[config.mk]
export PLATFORM = sky130hd
export DESIGN_NAME = color_line_led_decoder
export DESIGN_NICKNAME = d
export VERILOG_FILES = /design/src/sv/cld_pkg.sv /design/src/sv/cld_front.sv /design/src/sv/cld_fifo.sv /design/src/sv/cld_back.sv /design/src/sv/color_line_led_decoder.sv
export VERILOG_INCLUDE_DIRS = /design/src /design/src/sv
export SDC_FILE = /design/constraint.sdc
export NUM_CORES = 1
export LEC_CHECK = 0
export BUFFER_PORTS_ARGS = -buffer_cell sky130_fd_sc_hd__buf_2
export CORE_MARGIN = 2
export CORE_UTILIZATION = 45
export CTS_CLUSTER_SIZE = 10
export DETAILED_ROUTE_END_ITERATION = 7
export HOLD_SLACK_MARGIN = 0.05
export PLACE_DENSITY_LB_ADDON = 0.12
export SLEW_MARGIN = 20
export SYNTH_ARGS = -nofsm -noshare
export SYNTH_HDL_FRONTEND = slang
export SYNTH_SLANG_ARGS = --single-unit
[constraint.sdc]
create_clock -name clk -period 2.8 [get_ports clk]
set_clock_uncertainty 0.05 [all_clocks]
set_input_delay 0.14 -clock clk [delete_from_list [all_inputs] [get_ports clk]]
set_output_delay 0.14 -clock clk [all_outputs]
set_load 0.01 [all_outputs]
[src/sv/color_line_led_decoder_defines.svh]
// Assertion macros for the colour line LED decoder.
// Used by the top level only; expects a clock named clk and a reset named rst.
`ifndef COLOR_LINE_LED_DECODER_DEFINES_SVH
`define COLOR_LINE_LED_DECODER_DEFINES_SVH

// Checked outside reset only
`define CLD_ASSERT(lbl, prop, msg) \
  lbl: assert property (@(posedge clk) disable iff (rst) prop) else $error(msg);

// Checked at every edge, reset included
`define CLD_ASSERT_ALWAYS(lbl, prop, msg) \
  lbl: assert property (@(posedge clk) prop) else $error(msg);

`endif

[src/sv/cld_pkg.sv]
// Shared types, constants and keyword helpers for the colour line LED decoder.
// No dependencies.
`default_nettype none

package cld_pkg;

  localparam int LINE_LIMIT_DEFAULT = 63;
  localparam int QUEUE_DEPTH        = 4;

  localparam logic [7:0] BYTE_LF    = 8'd10;
  localparam logic [7:0] BYTE_CR    = 8'd13;
  localparam logic [7:0] BYTE_COMMA = 8'd44;
  localparam logic [7:0] BYTE_NUL   = 8'd0;

  // keyword bit positions in a match mask
  localparam int KW_RED    = 0;
  localparam int KW_BLUE   = 1;
  localparam int KW_YELLOW = 2;

  localparam logic [2:0] LEN_RED    = 3'd3;
  localparam logic [2:0] LEN_BLUE   = 3'd4;
  localparam logic [2:0] LEN_YELLOW = 3'd6;
  localparam logic [2:0] POS_MAX    = 3'd7;

  typedef enum logic [1:0] {
    TK_CHAR,
    TK_COMMA,
    TK_NUL,
    TK_EOL
  } tok_kind_t;

  typedef struct packed {
    tok_kind_t  kind;
    logic [7:0] ch;    // byte with A-Z folded to lower case
  } token_t;

  // Per keyword: does the keyword have character c at position pos?
  function automatic logic [2:0] kw_step(logic [2:0] pos, logic [7:0] c);
    logic [2:0] m;
    m = 3'b000;
    unique case (pos)
      3'd0: m = {c == "y", c == "b", c == "r"};
      3'd1: m = {c == "e", c == "l", c == "e"};
      3'd2: m = {c == "l", c == "u", c == "d"};
      3'd3: m = {c == "l", c == "e", 1'b0};
      3'd4: m = {c == "o", 2'b00};
      3'd5: m = {c == "w", 2'b00};
      default: m = 3'b000;
    endcase
    return m;
  endfunction

  // Keywords fully matched by a field of pos characters
  function automatic logic [2:0] field_flags(logic [2:0] pos, logic [2:0] alive);
    logic [2:0] f;
    f = 3'b000;
    if (pos != 3'd0) begin
      f[KW_RED]    = alive[KW_RED]    && (pos == LEN_RED);
      f[KW_BLUE]   = alive[KW_BLUE]   && (pos == LEN_BLUE);
      f[KW_YELLOW] = alive[KW_YELLOW] && (pos == LEN_YELLOW);
    end
    return f;
  endfunction

endpackage

`default_nettype wire

[src/sv/cld_front.sv]
// Front end: takes received bytes, classifies them and folds case.
// Depends on cld_pkg; feeds cld_fifo.
`default_nettype none

module cld_front
  import cld_pkg::*;
(
  input  wire logic       in_valid,
  output      logic       in_stall,
  input  wire logic [7:0] rx_byte,
  input  wire logic       q_full,
  output      logic       q_push,
  output      token_t     q_token
);

  always_comb begin
    in_stall = q_full;
    q_push   = in_valid && !q_full;
  end

  always_comb begin
    q_token.ch = rx_byte;
    if (rx_byte >= "A" && rx_byte <= "Z") begin
      q_token.ch = rx_byte + 8'd32;
    end
    priority if (rx_byte == BYTE_LF || rx_byte == BYTE_CR) begin
      q_token.kind = TK_EOL;
    end else if (rx_byte == BYTE_COMMA) begin
      q_token.kind = TK_COMMA;
    end else if (rx_byte == BYTE_NUL) begin
      q_token.kind = TK_NUL;
    end else begin
      q_token.kind = TK_CHAR;
    end
  end

endmodule

`default_nettype wire

[src/sv/cld_fifo.sv]
// Short token queue between front and back ends.
// Depends on cld_pkg for the token type.
`default_nettype none

module cld_fifo
  import cld_pkg::*;
#(
  parameter int DEPTH = QUEUE_DEPTH
) (
  input  wire logic                   clk,
  input  wire logic                   rst,
  input  wire logic                   push,
  input  wire token_t                 push_token,
  input  wire logic                   pop,
  output      logic                   full,
  output      logic                   head_valid,
  output      token_t                 head,
  output      logic [$clog2(DEPTH+1)-1:0] count
);

  localparam int PW = (DEPTH > 1) ? $clog2(DEPTH) : 1;
  localparam int CW = $clog2(DEPTH + 1);

  token_t        entries [DEPTH];
  logic [PW-1:0] wr_ptr;
  logic [PW-1:0] rd_ptr;
  logic [CW-1:0] used;

  function automatic logic [PW-1:0] ptr_inc(logic [PW-1:0] p);
    return (p == PW'(DEPTH - 1)) ? '0 : p + PW'(1);
  endfunction

  assign full       = (used == CW'(DEPTH));
  assign head_valid = (used != '0);
  assign head       = entries[rd_ptr];
  assign count      = used;

  always_ff @(posedge clk) begin
    if (push) begin
      entries[wr_ptr] <= push_token;
    end
  end

  always_ff @(posedge clk) begin
    if (rst) begin
      wr_ptr <= '0;
      rd_ptr <= '0;
      used   <= '0;
    end else begin
      if (push) begin
        wr_ptr <= ptr_inc(wr_ptr);
      end
      if (pop) begin
        rd_ptr <= ptr_inc(rd_ptr);
      end
      unique case ({push, pop})
        2'b10:   used <= used + CW'(1);
        2'b01:   used <= used - CW'(1);
        default: used <= used;
      endcase
    end
  end

endmodule

`default_nettype wire

[src/sv/cld_back.sv]
// Back end: line and field state, keyword matching and the result register.
// Depends on cld_pkg; takes tokens from cld_fifo.
`default_nettype none

module cld_back
  import cld_pkg::*;
#(
  parameter int LINE_LIMIT = LINE_LIMIT_DEFAULT
) (
  input  wire logic        clk,
  input  wire logic        rst,
  input  wire logic        head_valid,
  input  wire token_t      head,
  output      logic        pop,
  output      logic        out_valid,
  input  wire logic        out_stall,
  output      logic        led_red,
  output      logic        led_blue,
  output      logic        led_yellow,
  output      logic        led_changed,
  output      logic [31:0] line_count
);

  localparam int KW = $clog2(LINE_LIMIT + 1);

  logic [KW-1:0] kept;
  logic          second;
  logic          term;
  logic [2:0]    pos;
  logic [2:0]    alive;
  logic [2:0]    first_flags;
  logic [2:0]    led_pattern;
  logic [31:0]   lines;

  logic       out_free;
  logic       emit;
  logic [2:0] cur_flags;
  logic [2:0] mask;

  always_comb begin
    out_free  = !out_valid || !out_stall;
    emit      = head_valid && (head.kind == TK_EOL) && (kept != '0);
    pop       = head_valid && (!emit || out_free);
    cur_flags = field_flags(pos, alive);
    mask      = second ? (first_flags | cur_flags) : cur_flags;
  end

  always_ff @(posedge clk) begin
    if (rst) begin
      kept        <= '0;
      second      <= 1'b0;
      term        <= 1'b0;
      pos         <= '0;
      alive       <= '1;
      first_flags <= '0;
      led_pattern <= '0;
      lines       <= '0;
    end else if (pop) begin
      if (head.kind == TK_EOL) begin
        if (emit) begin
          led_pattern <= mask;
          lines       <= lines + 32'd1;
        end
        kept        <= '0;
        second      <= 1'b0;
        first_flags <= '0;
        term        <= 1'b0;
        pos         <= '0;
        alive       <= '1;
      end else if (kept != KW'(LINE_LIMIT)) begin
        kept <= kept + KW'(1);
        if (head.kind == TK_COMMA && !second) begin
          first_flags <= cur_flags;
          second      <= 1'b1;
          term        <= 1'b0;
          pos         <= '0;
          alive       <= '1;
        end else if (!term) begin
          if (head.kind == TK_NUL) begin
            term <= 1'b1;
          end else begin
            alive <= alive & kw_step(pos, head.ch);
            if (pos != POS_MAX) begin
              pos <= pos + 3'd1;
            end
          end
        end
      end
    end
  end

  // result register: reloads as soon as the held item is taken
  always_ff @(posedge clk) begin
    if (rst) begin
      out_valid <= 1'b0;
    end else if (emit && pop) begin
      out_valid <= 1'b1;
    end else if (!out_stall) begin
      out_valid <= 1'b0;
    end
  end

  always_ff @(posedge clk) begin
    if (emit && pop) begin
      led_red     <= mask[KW_RED];
      led_blue    <= mask[KW_BLUE];
      led_yellow  <= mask[KW_YELLOW];
      led_changed <= (mask != led_pattern);
      line_count  <= lines + 32'd1;
    end
  end

endmodule

`default_nettype wire

[src/sv/color_line_led_decoder.sv]
// Colour line LED decoder, top level.
// Input channel: rx_byte with in_valid/in_stall; one byte per item.
// Output channel: led_red, led_blue, led_yellow, led_changed, line_count with
// out_valid/out_stall; one item per non-empty line, issued on its CR or LF.
// A byte is taken whenever in_valid is high and in_stall low; in_stall rises
// only when the token queue holds QUEUE_DEPTH bytes.
// Throughput: one byte per cycle while in_stall is low. The front end
// classifies the byte and pushes it into the queue; the back end consumes
// one queued byte a cycle unless a line end waits on a held result. A
// line end passes through the queue, then the result register when free.
// While out_stall holds a result, the back end keeps consuming bytes until it
// meets the next non-empty line end, which waits at the head of the queue;
// the queue then fills and in_stall rises.
// Reset (rst, synchronous) empties the queue, drops the result register and
// clears the line state, the LED pattern and the line count.
// Bytes past LINE_LIMIT in a line are dropped; only the first comma splits.
`default_nettype none
`include "color_line_led_decoder_defines.svh"

module color_line_led_decoder
  import cld_pkg::*;
#(
  parameter int LINE_LIMIT = LINE_LIMIT_DEFAULT
) (
  input  wire logic        clk,
  input  wire logic        rst,
  input  wire logic        in_valid,
  output      logic        in_stall,
  input  wire logic [7:0]  rx_byte,
  output      logic        out_valid,
  input  wire logic        out_stall,
  output      logic        led_red,
  output      logic        led_blue,
  output      logic        led_yellow,
  output      logic        led_changed,
  output      logic [31:0] line_count
);

  localparam int CW = $clog2(QUEUE_DEPTH + 1);

  logic          q_full;
  logic          q_push;
  token_t        q_token;
  logic          q_pop;
  logic          q_head_valid;
  token_t        q_head;
  logic [CW-1:0] q_count;

  cld_front u_front (
    .in_valid (in_valid),
    .in_stall (in_stall),
    .rx_byte  (rx_byte),
    .q_full   (q_full),
    .q_push   (q_push),
    .q_token  (q_token)
  );

  cld_fifo #(
    .DEPTH (QUEUE_DEPTH)
  ) u_fifo (
    .clk        (clk),
    .rst        (rst),
    .push       (q_push),
    .push_token (q_token),
    .pop        (q_pop),
    .full       (q_full),
    .head_valid (q_head_valid),
    .head       (q_head),
    .count      (q_count)
  );

  cld_back #(
    .LINE_LIMIT (LINE_LIMIT)
  ) u_back (
    .clk         (clk),
    .rst         (rst),
    .head_valid  (q_head_valid),
    .head        (q_head),
    .pop         (q_pop),
    .out_valid   (out_valid),
    .out_stall   (out_stall),
    .led_red     (led_red),
    .led_blue    (led_blue),
    .led_yellow  (led_yellow),
    .led_changed (led_changed),
    .line_count  (line_count)
  );

  `CLD_ASSERT_ALWAYS(a_rst_clears_out, rst |=> !out_valid, "result valid after reset")
  `CLD_ASSERT(a_queue_bound, q_count <= CW'(QUEUE_DEPTH), "token queue overflow")
  `CLD_ASSERT(a_stall_when_full, (q_count == CW'(QUEUE_DEPTH)) |-> in_stall, "byte taken into full queue")
  `CLD_ASSERT(a_count_steps, (out_valid && !out_stall) |=> (!out_valid || line_count == $past(line_count) + 32'd1), "line count skipped")

endmodule

`default_nettype wire
==> PnR_summary.wiki <==
{| class="wikitable"
! Metric !! Value
|-
| Final count of negative-setup-slack endpoints || 0
|-
| Die X-Extent || 124 um
|-
| Result of the run || complete, no violations
|-
| CTS Buf Count || 17
|-
| Flop2flop setup slack || 100 ps
|-
| Required time of the critical path || 3100 ps
|-
| Worst-case setup slack after placement || -124 ps
|-
| Max-slew violation count || 0
|-
| DR WL met2 || 6.12 mm
|-
| Critical path arrival || 2990 ps
|-
| Routed length on met3 || 412 um
|-
| Ranking of synthesized cells by instance count || sky130_fd_sc_hd__edfxtp_1, sky130_fd_sc_hd__nor2_1, sky130_fd_sc_hd__dfxtp_1, sky130_fd_sc_hd__xnor2_1, sky130_fd_sc_hd__nand2_1
|-
| Antenna Diode Count || 0
|-
| Final Net Count || 690
|-
| FF+latch count, synth || 138
|-
| Area of the die || 15300 um^2
|-
| DR top layer || met4
|-
| Global-route wire length before repair || 20.6 mm
|-
| CTS H-Tree Depth || 4
|-
| DRC viols || 0
|-
| Yosys top cell by area || sky130_fd_sc_hd__edfxtp_1
|-
| Post-synth EDFFs || 76
|-
| Post-synthesis cell area || 6430 um^2
|-
| Synth area leaders || sky130_fd_sc_hd__edfxtp_1, sky130_fd_sc_hd__dfxtp_1, sky130_fd_sc_hd__xnor2_1
|-
| Final worst setup slack || 104 ps
|-
| Critical path endpoint category || flip-flop
|-
| Routed wire per std cell || 14.3 um
|-
| RSZ-0062 raised after global routing || false
|-
| Count of final hold-check violations || 0
|-
| Synth top area share || 0.355
|-
| Count of yosys warnings during synthesis || 0
|-
| Syn-to-layout area delta || 19.5%
|-
| Share of the yosys chip area belonging to registers || 0.548
|-
| Post-synthesis net count || 617
|-
| M1 wire length || 5.54 mm
|-
| Reg-to-reg critical path startpoint || u_back.kept[0]$_SDFFE_PP0P_
|-
| Most frequently used cell type in the post-synthesis netlist || sky130_fd_sc_hd__edfxtp_1
|-
| Post-synth top flop || sky130_fd_sc_hd__edfxtp_1
|-
| Class of the tightest hold or removal check || in2reg
|-
| Startpoint type of the worst setup path || flip-flop
|-
| Number of iterations in the first detailed-routing pass || 4
|-
| Reported max-cap violation count || 0
|-
| Antenna-violating nets left || 0
|-
| Clock insertion delay at the later pin of the skew report || 410 ps
|-
| CP max stage cell || sky130_fd_sc_hd__or4_1
|-
| TritonCTS clock tree || built
|-
| Cell-by-cell trace of the critical path || inv_2, ha_1, or4b_4, o2111a_2, buf_4, or3_1, or4_1, a21oi_1
|-
| Routed vias || 4552
|-
| DIE HEIGHT || 124 um
|-
| Headroom to the max-slew limit || 0.561
|-
| Worst Setup EP || u_back.kept[5]$_SDFFE_PP0P_
|-
| Area of the core region || 13900 um^2
|-
| Setup Crit Path Kind || reg2reg
|-
| Half-perimeter wire length after placement || 8.45 mm
|-
| Worst reg2reg path depth || 8
|-
| Initial standard-cell utilization of the core || 0.462
|-
| Clock tree sinks || 138
|-
| Antenna violations before repair || 0
|-
| Crit Path Max Fanout || 7
|-
| Detailed-route wire length || 12.2 mm
|-
| IO Count || 50
|-
| Mean number of vias per cell || 5.33
|-
| Mapped Cells || 588
|-
| Overall overflow remaining after global route || 0
|-
| Input/output buffers || 49
|-
| Worst R2R End || u_back.kept[5]$_SDFFE_PP0P_
|-
| Number of global-route vias before repair || 4344
|-
| Cell Count Post-Placement || 815
|-
| Post-layout util || 0.552
|-
| Power density over cell area || 832 nW/um^2
|-
| Number of different library cells in the post-synthesis netlist || 53
|-
| Maximum number of pins on one net before global-route repair || 35
|-
| Drt first-iter violations || 336
|-
| Delay of the slowest critical-path stage || 550 ps
|-
| Num rows || 43
|-
| Worst vdd ir || 0.495 mV
|-
| Ratio of cells with drive above 1 in the final layout || 0.191
|-
| Routability Congestion || 0.767
|-
| Tcrit/Tclk final || 0.963
|-
| Async S/R FF share, synth || 0
|-
| Non-filler cells in the finished layout || 854
|-
| Mapped Avg Cell Area || 10.9 um^2
|-
| Maximum frequency from static timing analysis || 371 MHz
|-
| Clk buf depth || 2
|-
| Actual slew at the worst max-slew pin || 652 ps
|-
| Clk root buf || sky130_fd_sc_hd__clkbuf_16
|-
| Leak pwr || 0.00268 uW
|-
| Register clock-pin slew on the reported worst setup and hold paths || 60 ps
|-
| Global Route Usage Sum || 0.174
|-
| Final critical path time including I/O delays and setup || 2700 ps
|-
| Worst setup path startpoint || u_back.kept[0]$_SDFFE_PP0P_
|}
## cell usage in the layout (no fill, tap or decap), drive strengths merged, types with 5 or more instances in the layout
master	Yosys	layout
dfxtp	62	62
mux4	8	8
a21oi	30	30
xor2	19	19
nand4	6	6
or3	13	13
nor3	16	16
edfxtp	76	76
inv	19	19
and2	6	6
and3	5	5
mux2i	6	6
dlygate4sd3	0	6
or4	13	13
ha	16	16
mux2	5	5
o31ai	13	13
clkinv	1	5
o21ai	23	23
clkbuf	17	20
nor2	65	65
nand3b	8	8
or2	6	6
buf	4	69
nand3	25	25
nor2b	5	5
nor4	12	12
xnor2	36	36
nand2	35	35
## layout make-up
type | instances | area [um^2]
tap | 180 | 225
inverter | 20 | 76.3
clock buffer | 20 | 447
multi-input combinational | 409 | 2770
clock inverter | 12 | 173
timing repair buffer | 75 | 468
fill | 1205 | 6250
sequential | 138 | 3530
## power breakdown
| part | leakage, uW | switching, uW | internal, uW |
|---|---|---|---|
| sequential | 0.00118 | 117 | 2360 |
| combinational | 0.00121 | 888 | 702 |
| clock | 0.000290 | 826 | 1510 |
## timing repair
item / CTS / global route
setup endpoints to repair: 1 / 2
pin swaps: 0 / 1
hold buffers: 6 / 0
endpoints found under the hold margin: 21 / 0
resized for setup: 2 / 6
buffers inserted: 0 / 1
## through the flow
step | hold slack (ps) | total power, uW | setup TNS [ps] | area [um^2]
2_1_floorplan | 189 | 3560 | 0 | 6430
3_3_place_gp | 356 | 4010 | 0 | 6980
3_5_place_dp | 366 | 4040 | -124 | 6980
4_1_cts | 72.5 | 6420 | 0 | 7660
5_1_grt | 119 | 6760 | 0 | 7690
6_report | 84.7 | 6400 | 0 | 7690
## registers in the layout, indices dropped and copies added, names as in the netlist, 2 cells and up, named ones only
signal              flops
u_back.alive            3
u_back.first_flags      3
u_back.kept             6
u_back.led_pattern      3
u_back.line_count      32
u_back.lines           32
u_back.pos              3
u_fifo.count            3
u_fifo.entries         40
u_fifo.rd_ptr           2
u_fifo.wr_ptr           2
## worst min-delay path by stage
stage	from	endpoint	cells after the start
after floorplan	rx_byte[0]	u_fifo.entries[0][0]$_DFFE_PP_	0
after global placement	rx_byte[4]	u_fifo.entries[2][4]$_DFFE_PP_	1
after detailed placement	rx_byte[4]	u_fifo.entries[1][4]$_DFFE_PP_	1
after CTS	rx_byte[7]	u_fifo.entries[2][7]$_DFFE_PP_	2
after global routing	rx_byte[5]	u_fifo.entries[0][5]$_DFFE_PP_	2
final	rx_byte[7]	u_fifo.entries[2][7]$_DFFE_PP_	2
## critical path, delay by kind of cell (launching register included)
kind	cells	cell delay (ps)
and+or+nand+nor	3	1450
DFF	1	330
AOI/OAI and AO/OA	2	440
adders and majority gates	1	140
buffers and inverters	2	220
## layer usage
metal  vias to the layer above  track usage
met4                         0       0.0703
met2                        87        0.292
met3                        13       0.0346
met1                      2156        0.220
li1                       2296            -
met5                         -            0
## logic make-up after synthesis
logic type / share of synthesized area
and+or+nand+nor: 0.197
DFF: 0.548
AOI/OAI and AO/OA: 0.0751
xor gates and xnor gates: 0.0749
buffers and inverters: 0.0245
muxes: 0.0461
adders and majority gates: 0.0342
(Power assumes the default switching activity.)
